## config.mk

```make
export PLATFORM = sky130hd
export DESIGN_NAME = rgb_color_effect_filter_flat
export DESIGN_NICKNAME = d
export VERILOG_FILES = /design/src/hdl/rcef_pkg.sv /design/src/hdl/rcef_in_if.sv /design/src/hdl/rcef_out_if.sv /design/src/hdl/rgb_color_effect_filter.sv /design/src/hdl/rcef_effect.sv /design/src/flat_wrapper.sv
export VERILOG_INCLUDE_DIRS = /design/src /design/src/hdl
export SDC_FILE = /design/constraint.sdc
export NUM_CORES = 1
export LEC_CHECK = 0
export ABC_AREA = 1
export BUFFER_PORTS_ARGS = -buffer_cell sky130_fd_sc_hd__buf_2
export CAP_MARGIN = 20
export CORE_ASPECT_RATIO = 0.9
export CORE_MARGIN = 8
export CORE_UTILIZATION = 45
export DETAILED_ROUTE_END_ITERATION = 8
export GPL_ROUTABILITY_DRIVEN = 0
export MAX_ROUTING_LAYER = met4
export PLACE_DENSITY = 0.65
export SLEW_MARGIN = 15
export SYNTH_ARGS = -nofsm -noshare
export SYNTH_HDL_FRONTEND = slang
export SYNTH_SLANG_ARGS = --single-unit
```

## constraint.sdc

```tcl
create_clock -name clk -period 13.88 [get_ports clk]
set_input_delay 1.388 -clock clk [delete_from_list [all_inputs] [get_ports clk]]
set_output_delay 1.388 -clock clk [all_outputs]
set_load 0.02 [all_outputs]
```

## src/hdl/rgb_color_effect_filter_assert.svh

```systemverilog
// Assertion macros for the RGB colour effect filter.
// Expects clk and rst_n in the scope of the including module.
`ifndef RGB_COLOR_EFFECT_FILTER_ASSERT_SVH
`define RGB_COLOR_EFFECT_FILTER_ASSERT_SVH

// Checked only out of reset.
`define RCEF_ASSERT(label, prop, msg) \
  label: assert property (@(posedge clk) disable iff (!rst_n) prop) else $error(msg);

// Checked on every edge, reset included.
`define RCEF_ASSERT_ALWAYS(label, prop, msg) \
  label: assert property (@(posedge clk) prop) else $error(msg);

`endif

```

## src/hdl/rcef_pkg.sv

```systemverilog
// Types and constants for the RGB colour effect filter.
// No dependencies.
package rcef_pkg;

  localparam int CH_W   = 8;
  localparam int CNT_W  = 10;
  localparam int SIDE_W = 11;
  localparam int ACC_W  = 20;

  localparam logic [SIDE_W-1:0] MAX_SIDE     = 11'd1024;
  localparam logic [SIDE_W-1:0] SIDE_RESET   = 11'd400;

  typedef enum logic [1:0] {
    MODE_COPY   = 2'd0,
    MODE_GRAY   = 2'd1,
    MODE_SEPIA  = 2'd2,
    MODE_INVERT = 2'd3
  } mode_t;

  typedef enum logic [1:0] {
    REG_EFFECT_MODE  = 2'd0,
    REG_IMAGE_WIDTH  = 2'd1,
    REG_IMAGE_HEIGHT = 2'd2
  } reg_idx_t;

  typedef struct packed {
    logic [CH_W-1:0] red;
    logic [CH_W-1:0] green;
    logic [CH_W-1:0] blue;
  } rgb_t;

  // Sepia matrix, Q0.10; row is the output channel, column the input channel
  localparam logic [9:0] SEPIA_Q10 [3][3] = '{
    '{10'd402, 10'd787, 10'd194},
    '{10'd357, 10'd702, 10'd172},
    '{10'd279, 10'd547, 10'd134}
  };

  // Divide by 3 for sums up to 765: (s * 683) >> 11 is exact
  localparam logic [9:0] GRAY_RECIP = 10'd683;
  localparam int         GRAY_SHIFT = 11;

endpackage

```

## src/hdl/rcef_in_if.sv

```systemverilog
// Input pixel channel: valid/ready with one RGB word.
// Depends on rcef_pkg.
interface rcef_in_if import rcef_pkg::*; ();
  logic            valid;
  logic            ready;
  logic [CH_W-1:0] in_red;
  logic [CH_W-1:0] in_green;
  logic [CH_W-1:0] in_blue;

  modport source (output valid, output in_red, output in_green, output in_blue,
                  input ready);
  modport sink   (input valid, input in_red, input in_green, input in_blue,
                  output ready);
endinterface

```

## src/hdl/rcef_out_if.sv

```systemverilog
// Result channel: valid/ready with coordinates and transformed colour.
// Depends on rcef_pkg.
interface rcef_out_if import rcef_pkg::*; ();
  logic             valid;
  logic             ready;
  logic [CNT_W-1:0] pixel_x;
  logic [CNT_W-1:0] pixel_y;
  logic [CH_W-1:0]  out_red;
  logic [CH_W-1:0]  out_green;
  logic [CH_W-1:0]  out_blue;

  modport source (output valid, output pixel_x, output pixel_y,
                  output out_red, output out_green, output out_blue,
                  input ready);
  modport sink   (input valid, input pixel_x, input pixel_y,
                  input out_red, input out_green, input out_blue,
                  output ready);
endinterface

```

## src/hdl/rgb_color_effect_filter.sv

```systemverilog
// RGB colour effect filter. Takes one pixel word per clock in raster order and
// returns it with its column/row coordinates and the selected effect applied
// (copy, grayscale average, sepia saturated at 255, or invert). Throughput is
// one pixel per cycle while out_px.ready holds high; each pixel passes through
// the input register and the result register around the effect datapath.
// in_px.ready follows out_px.ready combinationally when both registers are full.
// Width and height of 0 act as 1, above 1024 act as 1024; configuration writes
// keep the coordinate counters and should be made while no pixel is in flight.
// Depends on rcef_pkg, rcef_in_if, rcef_out_if, rcef_effect and the assert header.
module rgb_color_effect_filter import rcef_pkg::*; (
  input  logic              clk,
  input  logic              rst_n,
  input  logic              cfg_we,
  input  logic [1:0]        cfg_index,
  input  logic [SIDE_W-1:0] cfg_data,
  rcef_in_if.sink           in_px,
  rcef_out_if.source        out_px
);

  `include "rgb_color_effect_filter_assert.svh"

  mode_t             mode_r;
  logic [SIDE_W-1:0] width_r;
  logic [SIDE_W-1:0] height_r;

  logic [CNT_W-1:0]  col_r, col_nxt, col_inc;
  logic [CNT_W-1:0]  row_r, row_nxt, row_inc;
  logic [SIDE_W-1:0] w_eff, h_eff;
  logic              col_wrap, row_wrap;

  logic              s1_v_r, s1_v_nxt;
  rgb_t              s1_px_r;
  mode_t             s1_mode_r;
  logic [CNT_W-1:0]  s1_x_r, s1_y_r;

  logic              out_v_r, out_v_nxt;
  rgb_t              out_px_r;
  logic [CNT_W-1:0]  out_x_r, out_y_r;

  rgb_t              fx_res;
  logic              in_acc, s2_load;

  // configuration
  always_ff @(posedge clk) begin
    if (!rst_n) begin
      mode_r   <= MODE_SEPIA;
      width_r  <= SIDE_RESET;
      height_r <= SIDE_RESET;
    end else if (cfg_we) begin
      unique case (cfg_index)
        REG_EFFECT_MODE:  mode_r   <= mode_t'(cfg_data[1:0]);
        REG_IMAGE_WIDTH:  width_r  <= cfg_data;
        REG_IMAGE_HEIGHT: height_r <= cfg_data;
        default: ;
      endcase
    end
  end

  // raster counters
  always_comb begin
    w_eff = (width_r == '0) ? SIDE_W'(1) : (width_r > MAX_SIDE) ? MAX_SIDE : width_r;
    h_eff = (height_r == '0) ? SIDE_W'(1) : (height_r > MAX_SIDE) ? MAX_SIDE : height_r;

    col_inc  = col_r + 1'b1;
    row_inc  = row_r + 1'b1;
    col_wrap = (col_inc == '0) || ({1'b0, col_inc} >= w_eff);
    row_wrap = (row_inc == '0) || ({1'b0, row_inc} >= h_eff);

    col_nxt = col_r;
    row_nxt = row_r;
    if (in_acc) begin
      col_nxt = col_wrap ? '0 : col_inc;
      if (col_wrap) begin
        row_nxt = row_wrap ? '0 : row_inc;
      end
    end
  end

  // handshake
  assign s2_load      = s1_v_r && (!out_v_r || out_px.ready);
  assign in_px.ready  = !s1_v_r || !out_v_r || out_px.ready;
  assign in_acc       = in_px.valid && in_px.ready;

  always_comb begin
    s1_v_nxt = s1_v_r;
    if (in_acc) begin
      s1_v_nxt = 1'b1;
    end else if (s2_load) begin
      s1_v_nxt = 1'b0;
    end

    out_v_nxt = out_v_r;
    if (s2_load) begin
      out_v_nxt = 1'b1;
    end else if (out_px.ready) begin
      out_v_nxt = 1'b0;
    end
  end

  always_ff @(posedge clk) begin
    if (!rst_n) begin
      col_r   <= '0;
      row_r   <= '0;
      s1_v_r  <= 1'b0;
      out_v_r <= 1'b0;
    end else begin
      col_r   <= col_nxt;
      row_r   <= row_nxt;
      s1_v_r  <= s1_v_nxt;
      out_v_r <= out_v_nxt;
    end
  end

  // input register
  always_ff @(posedge clk) begin
    if (in_acc) begin
      s1_px_r   <= '{red: in_px.in_red, green: in_px.in_green, blue: in_px.in_blue};
      s1_mode_r <= mode_r;
      s1_x_r    <= col_r;
      s1_y_r    <= row_r;
    end
  end

  rcef_effect u_effect (
    .mode (s1_mode_r),
    .px   (s1_px_r),
    .res  (fx_res)
  );

  // result register
  always_ff @(posedge clk) begin
    if (s2_load) begin
      out_px_r <= fx_res;
      out_x_r  <= s1_x_r;
      out_y_r  <= s1_y_r;
    end
  end

  assign out_px.valid     = out_v_r;
  assign out_px.pixel_x   = out_x_r;
  assign out_px.pixel_y   = out_y_r;
  assign out_px.out_red   = out_px_r.red;
  assign out_px.out_green = out_px_r.green;
  assign out_px.out_blue  = out_px_r.blue;

  `RCEF_ASSERT(a_in_lands, rst_n && in_acc |=> s1_v_r, "accepted pixel word not held in input register")
  `RCEF_ASSERT(a_s1_holds, rst_n && s1_v_r && !s2_load |=> s1_v_r, "pixel word dropped from input register")
  `RCEF_ASSERT(a_col_step, rst_n && in_acc && !col_wrap |=> col_r == $past(col_inc), "column counter did not step")
  `RCEF_ASSERT(a_row_hold, rst_n && !(in_acc && col_wrap) |=> $stable(row_r), "row counter moved without column wrap")
  `RCEF_ASSERT_ALWAYS(a_rst_clear, !rst_n |=> !s1_v_r && !out_v_r, "pipeline valid set after reset")

endmodule

```

## src/hdl/rcef_effect.sv

```systemverilog
// Colour effect datapath: copy, grayscale, sepia or invert of one pixel.
// Purely combinational; depends on rcef_pkg.
module rcef_effect import rcef_pkg::*; (
  input  mode_t mode,
  input  rgb_t  px,
  output rgb_t  res
);

  logic [CH_W-1:0]   ch    [3];
  logic [CH_W-1:0]   sep   [3];
  logic [ACC_W-1:0]  acc   [3];
  logic [9:0]        sum3;
  logic [ACC_W-1:0]  gray_prod;
  logic [CH_W-1:0]   gray;

  always_comb begin
    ch[0] = px.red;
    ch[1] = px.green;
    ch[2] = px.blue;

    sum3      = {2'b00, ch[0]} + {2'b00, ch[1]} + {2'b00, ch[2]};
    gray_prod = ACC_W'(sum3) * ACC_W'(GRAY_RECIP);
    gray      = gray_prod[GRAY_SHIFT+CH_W-1:GRAY_SHIFT];

    for (int k = 0; k < 3; k++) begin
      acc[k] = ACC_W'(SEPIA_Q10[k][0]) * ACC_W'(ch[0])
             + ACC_W'(SEPIA_Q10[k][1]) * ACC_W'(ch[1])
             + ACC_W'(SEPIA_Q10[k][2]) * ACC_W'(ch[2]);
      // >> 10 then saturate at 255
      sep[k] = (acc[k][ACC_W-1:10+CH_W] != '0) ? {CH_W{1'b1}} : acc[k][10+CH_W-1:10];
    end

    case (mode)
      MODE_GRAY:   res = '{red: gray, green: gray, blue: gray};
      MODE_SEPIA:  res = '{red: sep[0], green: sep[1], blue: sep[2]};
      MODE_INVERT: res = '{red: ~ch[0], green: ~ch[1], blue: ~ch[2]};
      default:     res = px;
    endcase
  end

endmodule
```

## src/flat_wrapper.sv

```systemverilog
// flat-port wrapper written by rule: the top's interface ports become plain ports
module rgb_color_effect_filter_flat import rcef_pkg::*;
  (clk, rst_n, cfg_we, cfg_index, cfg_data, in_px_valid, in_px_in_red, in_px_in_green, in_px_in_blue, in_px_ready, out_px_valid, out_px_pixel_x, out_px_pixel_y, out_px_out_red, out_px_out_green, out_px_out_blue, out_px_ready);
  rcef_in_if in_px_i ();
  rcef_out_if out_px_i ();
  input  logic clk;
  input  logic rst_n;
  input  logic cfg_we;
  input  logic [1:0] cfg_index;
  input  logic [SIDE_W-1:0] cfg_data;
  input wire logic [$bits(in_px_i.valid)-1:0] in_px_valid;
  input wire logic [$bits(in_px_i.in_red)-1:0] in_px_in_red;
  input wire logic [$bits(in_px_i.in_green)-1:0] in_px_in_green;
  input wire logic [$bits(in_px_i.in_blue)-1:0] in_px_in_blue;
  output wire logic [$bits(in_px_i.ready)-1:0] in_px_ready;
  output wire logic [$bits(out_px_i.valid)-1:0] out_px_valid;
  output wire logic [$bits(out_px_i.pixel_x)-1:0] out_px_pixel_x;
  output wire logic [$bits(out_px_i.pixel_y)-1:0] out_px_pixel_y;
  output wire logic [$bits(out_px_i.out_red)-1:0] out_px_out_red;
  output wire logic [$bits(out_px_i.out_green)-1:0] out_px_out_green;
  output wire logic [$bits(out_px_i.out_blue)-1:0] out_px_out_blue;
  input wire logic [$bits(out_px_i.ready)-1:0] out_px_ready;
  assign in_px_i.valid = in_px_valid;
  assign in_px_i.in_red = in_px_in_red;
  assign in_px_i.in_green = in_px_in_green;
  assign in_px_i.in_blue = in_px_in_blue;
  assign in_px_ready = in_px_i.ready;
  assign out_px_valid = out_px_i.valid;
  assign out_px_pixel_x = out_px_i.pixel_x;
  assign out_px_pixel_y = out_px_i.pixel_y;
  assign out_px_out_red = out_px_i.out_red;
  assign out_px_out_green = out_px_i.out_green;
  assign out_px_out_blue = out_px_i.out_blue;
  assign out_px_i.ready = out_px_ready;
  rgb_color_effect_filter u_core (.clk(clk), .rst_n(rst_n), .cfg_we(cfg_we), .cfg_index(cfg_index), .cfg_data(cfg_data), .in_px(in_px_i), .out_px(out_px_i));
endmodule
```

## Yosys cells after proc, flatten, opt, wreduce, memory -nomap -nowiden

Cells that the tools add are included.

- Register bits after elaboration: 136
- Bits of input ports: 42
- Output and inout port bits: 46
- Word-level logic and storage cells: 87

- Add/sub/neg operators: 10
- $mul: 10
- Order comparisons: 4
- Equality and inequality tests: 5
- Mux-type cells: 14
- Bitwise operators: 3
- Reduce and logical (&&, ||, !) cells: 23

Operator list:

| kind | count |
|---|---|
| 24-bit case mux with 3 select lines | 1 |
| 19-bit by 16-bit adder with 20-bit output | 3 |
| 17-bit by 18-bit adder with 19-bit output | 3 |
| 9-bit by 8-bit multiplier with 17-bit output (first input constant) | 3 |
| 11-bit 2-to-1 mux | 4 |
| 10-bit by 8-bit multiplier with 18-bit output (first input constant) | 2 |
| 7-bit by 8-bit multiplier with 15-bit output (first input constant) | 2 |
| 8-bit 2-to-1 mux | 3 |
| 8-bit NOT | 3 |
| 10-bit by 11-bit >= comparator with 1-bit output | 2 |
| 11-bit > comparator (second input constant) | 2 |
| 11-bit logical NOT | 2 |
| 10-bit by 1-bit adder with 10-bit output (second input constant) | 2 |
| 10-bit logical NOT | 2 |
| 10-bit 2-to-1 mux | 2 |
| 10-bit by 10-bit multiplier with 19-bit output (second input constant) | 1 |
| 8-bit by 8-bit multiplier with 16-bit output (first input constant) | 1 |
| 6-bit by 8-bit multiplier with 14-bit output (first input constant) | 1 |
| 10-bit by 8-bit adder with 10-bit output | 1 |
| 2-bit nonzero test | 5 |
| 8-bit by 8-bit adder with 9-bit output | 1 |
| 2-bit AND reduction | 4 |
| 2-bit equality test (second input constant) | 3 |
| 1-bit logical OR | 5 |
| 5 further kinds | 11 |

## Logic depth before layout (Yosys ltp)

Gate-level depths: netlist (run 1).

- Word-level depth: 6
- Gate-level depth with buffers: 37
- Depth with buffers taken out: 37

## Modules after synthesis

From an unflattened synthesis (run 1), not the netlist that was laid out.

- Cells, all modules: 2474
- Area total of the unflattened synthesis: 20623.5 um2

By module, submodules not included:

| module | instances | cells an instance | area an instance (um2) | sequential area each (um2) |
|---|---|---|---|---|
| rcef_effect | 1 | 1928 | 14953.1 | 0.0 |
| rgb_color_effect_filter | 1 | 546 | 5670.4 | 3623.5 |

## Least setup slack after synthesis (run 1)

Ideal clock, no wire load.

- Path type: register -> register
- Start point: register u_core.s1_px_r[13] (netlist name)
- End point: register u_core.out_px_r (netlist bit u_core.out_px.out_green[7]), data pin
- Library setup time: 262 ps
- Data arrival time: 7493 ps
- Data required time: 13618 ps
- Setup slack: 6125 ps
- Stages on the path, launching flop included: 33
- Buffers on the path: 0
- Period minus slack after synthesis: 7755 ps
- Cells stage by stage: edfxtp_1 -> fa_1 -> inv_1 -> fa_1 -> inv_1 -> fa_1 -> inv_1 -> fa_1 -> inv_1 -> ha_1 -> a21oi_1 -> o21ai_0 -> a21o_1 -> xor2_1 -> ha_1 -> inv_1 -> fa_1 -> fa_1 -> inv_1 -> fa_1 -> inv_1 -> fa_1 -> inv_1 -> ha_1 -> a21oi_1 -> o21a_1 -> nand2_1 -> nand3_1 -> nand2_1 -> nor2_1 -> nand2_1 -> a21oi_1 -> nand3_1

RTL lines:

| what | line | RTL |
|---|---|---|
| start, declared | rgb_color_effect_filter.sv:32 | `rgb_t s1_px_r;` |
| start signal, assigned | rgb_color_effect_filter.sv:117 | `s1_px_r <= '{red: in_px.in_red, green: in_px.in_green, blue: in_px.in_blue};` |
| end signal, assigned | rgb_color_effect_filter.sv:133 | `out_px_r <= fx_res;` |
| end, declared | rgb_color_effect_filter.sv:37 | `rgb_t out_px_r;` |

==> results.py, run 1 <==
metrics = {
    "status": {
        "outcome": "finished clean",
    },
    "setup_path": {
        "r2r_end": "u_core.out_px.out_green[4]",
        "start_kind": "register",
        "r2r-start": "u_core.s1_px_r[13]",
        "cp.required_ns": 14.06,
        "r2r_slack_ns": 5.38,
        "slowest_delay_ns": 0.69,
        "rr_worst_depth": 32,
        "worstSetupPathType": "register to register",
        "cp_max_fo": 11,
        "critPathArrivalTime_ns": 8.67,
        "end_kind": "register",
        "cpMaxStageDelayCell": "fa_1",
    },
    "die": {
        "dieArea_mm2": 0.05215,
        "placeableCoreArea_mm2": 0.04491,
        "dieHeight_um": 217.4,
        "rows": 74,
        "start_util_pct": 45.18,
        "ioPinCount": 88,
        "fp.dieW_um": 239.8,
    },
    "cells_and_area": {
        "diodes": 0,
        "layout-drive-gt1-share_pct": 6.333,
        "final_nets": 3191,
        "register_area_mm2": 0.003623,
        "multi_input_area_mm2": 0.01456,
        "area_growth_pct": 9.090,
        "fill_cells": 4265,
    },
    "clocking": {
        "hold_buffers": 0,
        "clkLatencyLatePin_ns": 0.44,
        "cts_buffer_depth": 2,
        "cts-root-buf": "clkbuf_16",
        "cts.sinks": 136,
        "cts_resized": 0,
        "htreeDepth": 4,
        "clk_pin_slew_ns": 0.07,
        "postCtsSetupBuffers": 0,
        "cts_tree": "done",
        "cts_buffers": 17,
    },
    "timing": {
        "max-slew-margin-rel_pct": 36.42,
        "rsz0062_at_grt": "no",
        "finalSetupTns_ns": 0,
        "finalSetupViolations": 0,
        "finClkSkew_ns": 0.01306,
        "tightest_slew_ns": 0.9537,
        "hold_violations": 0,
        "fmax_ghz": 0.1177,
        "fin_crit_ns": 8.496,
        "slew_violations": 0,
        "post-route-period-util_pct": 61.21,
    },
    "worst_hold_path": {
        "hold_depth": 0,
        "worstHoldStart": "u_core.s1_x_r[6]",
        "worstHoldEndpoint": "u_core.out_px.pixel_x[6]",
        "min_path_type": "register to register",
    },
    "logic_synthesis": {
        "synth_fa_ha_area_share_pct": 44.24,
        "yosys_warnings": 0,
        "synth-compound-area-share_pct": 8.011,
        "synth_top_area_cell": "ha_1",
        "synth.avg_cell_area_um2": 8.309,
        "synth_most_common_cell": "inv_1",
        "ys_types": 46,
        "synth-simple-area-share_pct": 16.25,
        "ys_ff_latch": 136,
        "synth_mux_area_share_pct": 0,
        "postSynthCellCount": 2442,
        "ys_seq_area_share_pct": 17.86,
        "synth_flop_cell": "edfxtp_1",
        "syn_nets": 3088,
        "ys_top_cells_by_count": "inv_1, nand2_1, ha_1",
        "synth_xor_area_share_pct": 3.145,
        "synth_top_family_by_area": "adder cells",
        "netlist_area_mm2": 0.02029,
        "async_flop_share_pct": 0,
        "yosys.area.top_type_share_pct": 25.59,
        "synth_enable_flop_cells": 90,
        "synth_area_leaders": "ha_1, fa_1, edfxtp_1, inv_1, nand2_1",
    },
    "global_routing": {
        "overflow": 0,
        "grt_first_pass_wirelength_um": 89380,
        "grt_use_total_pct": 22.38,
        "first_global_vias": 16650,
        "grt_max_degree": 61,
        "antenna_found_initial": 0,
    },
    "placed_design": {
        "hpwl_um": 46770,
        "port_buffers": 87,
    },
    "drt": {
        "totalWireLength_um": 55870,
        "wire_per_inst_um": 17.65,
        "vias_per_cell": 5.269,
        "drc_errors": 0,
        "vias": 16680,
        "drtPass1Iterations": 6,
        "antenna_left": 0,
        "drtIter0Drc": 1335,
    },
    "flow_run": {
        "max_cap_viol_count": 0,
    },
}
==> cell families after synthesis <==
kind of cell             after synthesis
AO/OA/AOI/OAI                        297
XOR/XNOR                              72
adder cells (fa/ha/maj)              604
buffers and inverters                567
flip-flops                           136
AND/OR/NAND/NOR                      766
==> how the worst max path moves through the flow <==
stage / from / to / slack [ns] / cells past startpoint
after floorplan: u_core.s1_px_r[13] / u_core.out_px.out_green[7] / 6.13 / 32
after global placement: u_core.s1_px_r[13] / u_core.out_px.out_green[7] / 5.53 / 32
after detailed placement: u_core.s1_px_r[13] / u_core.out_px.out_green[4] / 5.46 / 32
after CTS: u_core.s1_px_r[13] / u_core.out_px.out_green[4] / 5.44 / 32
after global routing: u_core.s1_px_r[13] / u_core.out_px.out_green[5] / 4.95 / 32
final: u_core.s1_px_r[13] / u_core.out_px.out_green[4] / 5.38 / 32
==> area by class of cell <==
class | instances | share of cell area (%)
well taps | 608 | 3.437
clock inverters | 13 | 0.5653
clock buffers | 19 | 2.148
inverters | 553 | 9.378
repair buffers | 98 | 2.340
multi-input cells | 1739 | 65.76
flip-flops and latches | 136 | 16.37
==> layout by cell type, fill, tap and decap left out, types with 14 or more instances in the layout <==
cell       synthesis  routed
xor2_1            39      39
nand3_1          105     105
ha_1             415     415
o21ai_0           93      93
nor3_1            18      18
buf_2              1      87
clkbuf_16          0      19
nor2_1           120     119
nand2_1          439     439
dfxtp_1           46      46
xnor2_1           32      32
a21oi_1          152     151
nand4_1           37      37
fa_1             189     189
a21o_1            14      14
inv_1            552     552
edfxtp_1          90      90
o21bai_1          16      16
==> flip-flops by register name, summed over array words and instances (netlist names) <==
signal	flops
u_core.out_px.out_blue	8
u_core.out_px.pixel_y	10
u_core.out_px.pixel_x	10
u_core.mode_r	2
u_core.s1_mode_r	2
u_core.height_r	11
u_core.s1_px_r	24
u_core.col_r	10
u_core.s1_y_r	10
u_core.row_r	10
u_core.out_px.out_red	8
u_core.out_px.valid	1
u_core.out_px.out_green	8
u_core.s1_v_r	1
u_core.width_r	11
u_core.s1_x_r	10
==> critical path, delay by kind of cell, from the launching register on <==
kind | cells | cell delay (ns)
XOR/XNOR | 1 | 0.18
adder cells (fa/ha/maj) | 11 | 5.15
flip-flops | 1 | 0.67
AO/OA/AOI/OAI | 4 | 0.71
buffers and inverters | 8 | 0.43
AND/OR/NAND/NOR | 8 | 1.08
==> per-stage QoR <==
step / util (%) / instance area (µm²) / setup WS [ns] / hold WS (ns) / instances
after CTS: 49.29 / 22130 / 5.444 / 0.4216 / 3166
after global placement: 47.95 / 21530 / 5.527 / 0.4016 / 3134
after floorplan: - / 20290 / 6.125 / 0.4003 / 2442
after detailed placement: 47.95 / 21530 / 5.465 / 0.4057 / 3134
after global routing: 49.29 / 22130 / 4.948 / 0.4258 / 3166
final: 49.29 / 22130 / 5.384 / 0.4172 / 3166
==> metal layers <==
metal | GRT usage [%] | vias to the layer above | wire length (µm)
li1 | - | 8064 | -
met1 | 32.22 | 7985 | 26490
met2 | 32.97 | 574 | 23710
met3 | 3.941 | 60 | 4650
met4 | 4.184 | 0 | 1013
met5 | - | - | 0
Power of run 1 is not shown: default switching activity piles up to over one toggle a cycle in this logic, so the estimate is an artifact.
==> run 2: changes to the inputs <==
--- a/config.mk
+++ b/config.mk
@@ -6,7 +6,7 @@
 export SDC_FILE = /design/constraint.sdc
 export NUM_CORES = 1
 export LEC_CHECK = 0
-export ABC_AREA = 1
+export ABC_AREA = 0
 export BUFFER_PORTS_ARGS = -buffer_cell sky130_fd_sc_hd__buf_2
 export CAP_MARGIN = 20
 export CORE_ASPECT_RATIO = 0.9
==> constraint.sdc (replaced) <==
create_clock -name clk -period 8.2 [get_ports clk]
set_input_delay 0.82 -clock clk [delete_from_list [all_inputs] [get_ports clk]]
set_output_delay 0.82 -clock clk [all_outputs]
set_load 0.02 [all_outputs]
==> run 2 against run 1 <==
Against the previous run:
- synthesized area shrank 6.5%
- hold slack lost 0.0014 ns
- via count shrank 16%
- sequential cell count is the same
- critical endpoint is now u_core.out_px.out_green[6]
- sequential share of layout area grew 0.92 points
- global-route usage shrank 1.0 points
- highest routed layer unchanged
- core utilization grew 1.0 points
- count of clock-buffer cells in the layout grew 3
- setup slack lost 5.1 ns
- non-clock buffer count grew 24
- first-iteration DRC count shrank 28%
==> results.py, run 2 <==
metrics = {
    "drt": {
        "wire_per_inst_um": 19.15,
        "vias": 14070,
        "drtIter0Drc": 955,
        "antenna_left": 0,
        "vias_per_cell": 5.361,
        "drtPass1Iterations": 8,
        "totalWireLength_um": 50250,
        "drc_errors": 0,
    },
    "die": {
        "placeableCoreArea_mm2": 0.04166,
        "fp.dieW_um": 232.4,
        "rows": 71,
        "dieArea_mm2": 0.04899,
        "ioPinCount": 88,
        "dieHeight_um": 210.8,
        "start_util_pct": 45.53,
    },
    "logic_synthesis": {
        "ys_ff_latch": 136,
        "syn_nets": 2594,
        "synth_most_common_cell": "inv_1",
        "synth_mux_area_share_pct": 0.3693,
        "synth_fa_ha_area_share_pct": 47.32,
        "synth-simple-area-share_pct": 8.686,
        "synth.avg_cell_area_um2": 9.739,
        "synth_xor_area_share_pct": 4.524,
        "ys_top_cells_by_count": "inv_1, ha_1, fa_1",
        "yosys_warnings": 0,
        "synth_flop_cell": "edfxtp_1",
        "ys_types": 73,
        "yosys.area.top_type_share_pct": 27.37,
        "netlist_area_mm2": 0.01897,
        "synth_area_leaders": "ha_1, fa_1, edfxtp_1, inv_1, dfxtp_1",
        "async_flop_share_pct": 0,
        "postSynthCellCount": 1948,
        "synth_top_area_cell": "ha_1",
        "synth_top_family_by_area": "adder cells",
        "synth-compound-area-share_pct": 11.02,
        "ys_seq_area_share_pct": 19.10,
        "synth_enable_flop_cells": 90,
    },
    "placed_design": {
        "port_buffers": 87,
        "hpwl_um": 42100,
    },
    "setup_path": {
        "cpMaxStageDelayCell": "fa_2",
        "worstSetupPathType": "register to register",
        "cp_common_cell": "inv_1",
        "critPathArrivalTime_ns": 8.02,
        "slowest_delay_ns": 0.63,
        "end_kind": "register",
        "cp.required_ns": 8.35,
        "cp_max_fo": 4,
        "start_kind": "register",
    },
    "clocking": {
        "hold_buffers": 0,
        "cts_buffers": 17,
        "cts.sinks": 136,
        "clkLatencyLatePin_ns": 0.44,
        "cts-root-buf": "clkbuf_16",
        "htreeDepth": 4,
        "clk_pin_slew_ns": 0.07,
        "cts_buffer_depth": 2,
        "cts_tree": "done",
    },
    "timing": {
        "fin_crit_ns": 7.873,
        "fmax_ghz": 0.1270,
        "finalSetupTns_ns": 0,
        "max-slew-margin-rel_pct": 35.92,
        "hold_violations": 0,
        "post-route-period-util_pct": 96.01,
        "tightest_slew_ns": 0.9548,
        "finClkSkew_ns": 0.01485,
        "finalSetupViolations": 0,
        "slew_violations": 0,
    },
    "cells_and_area": {
        "top_register": "u_core.s1_px_r",
        "largest_registers": "u_core.s1_px_r x24, u_core.height_r x11, u_core.width_r x11",
        "area_growth_pct": 10.45,
        "layout-drive-gt1-share_pct": 8.666,
        "final_cell_mix": "inv_1, ha_1, fa_1",
        "fill_cells": 3727,
        "largest_reg_flops": 24,
        "final_nets": 2710,
        "diodes": 0,
        "final_common_cell": "inv_1",
    },
    "global_routing": {
        "grt_first_pass_wirelength_um": 79170,
        "first_global_vias": 14640,
        "overflow": 0,
        "grt_max_degree": 54,
        "grt_use_total_pct": 21.36,
        "antenna_found_initial": 4,
    },
    "status": {
        "outcome": "finished clean",
    },
    "worst_hold_path": {
        "min_path_type": "register to register",
    },
    "flow_run": {
        "max_cap_viol_count": 0,
    },
}
[run 2: cell types whose count changed after synthesis, moves of 16 or more]
cell      before  now
a21o_1        14   30
xnor2_1       32   65
nor2b_1        0   24
nand2_1      439  105
nand4_1       37    7
nand2b_1       1   28
nor2_1       120   67
nand3_1      105   29
a21boi_0       5   30
inv_1        552  427
o21ai_0       93   73
a21oi_1      152   66
[run 2: path summary, 6_finish.rpt]
path | from | endpoint | slack, ns | cells after the start
worst max register to register | u_core.s1_px_r[13] | u_core.out_px.out_green[6] | 0.33 | 30
worst min-delay path | u_core.s1_y_r[2] | u_core.out_px.pixel_y[2] | 0.42 | 0
worst min register to register | u_core.s1_y_r[2] | u_core.out_px.pixel_y[2] | 0.42 | 0
worst max-delay path | u_core.s1_px_r[13] | u_core.out_px.out_green[6] | 0.33 | 30
[run 2: stage by stage]
step | hold WS (ns) | utilization (%) | area (µm²) | setup WS (ns) | instances
after detailed placement | 0.4045 | 48.60 | 20250 | -0.05775 | 2590
after global routing | 0.4197 | 50.29 | 20950 | -0.05100 | 2624
after global placement | 0.4018 | 48.60 | 20250 | 0.1217 | 2590
after CTS | 0.4180 | 50.11 | 20880 | 0.02782 | 2622
final | 0.4158 | 50.29 | 20950 | 0.3273 | 2624
after floorplan | 0.4003 | - | 18970 | 0.3453 | 1948
[run 2: logic make-up after synthesis]
group           Yosys count
compound gates          313
xor+xnor                 98
fa+ha+maj               604
buf+inv                 453
flops                   136
mux                       7
simple gates            337
[run 2: layout make-up]
type | instances | area (µm²) | share of cell area, %
Inverter | 428 | 1607 | 7.667
Multi-Input combinational cell | 1359 | 13710 | 65.45
Timing Repair Buffer | 122 | 698.2 | 3.332
Clock inverter | 10 | 87.58 | 0.4180
Tap cell | 547 | 684.4 | 3.266
Clock buffer | 22 | 539.3 | 2.574
Sequential cell | 136 | 3623 | 17.29
[run 2: timing repair]
| action | CTS | global route |
|---|---|---|
| endpoints found under the setup margin | 4 | 10 |
| setup buffers | 0 | 2 |
| hold endpoints to repair | 0 | 0 |
| cloned | 0 | 0 |
| pin swaps | 0 | 2 |
| resized for setup | 1 | 15 |
[run 2: critical path: cells and delay by family, from the launching register on]
kind | cells | cell delay [ns]
adder cells (fa/ha/maj) | 11 | 5.00
XOR/XNOR | 2 | 0.25
AO/OA/AOI/OAI | 6 | 1.03
flip-flops | 1 | 0.45
AND/OR/NAND/NOR | 2 | 0.24
buffers and inverters | 9 | 0.60
[run 2: metal layers]
| layer | global-route usage, % | vias up | part of all wire, % |
|---|---|---|---|
| li1 | - | 6737 | - |
| met1 | 29.15 | 6877 | 47 |
| met3 | 5.465 | 65 | 7.6 |
| met2 | 31.57 | 388 | 43 |
| met5 | - | - | 0 |
| met4 | 4.925 | 0 | 1.8 |
Power of run 2 is left out for the same reason.
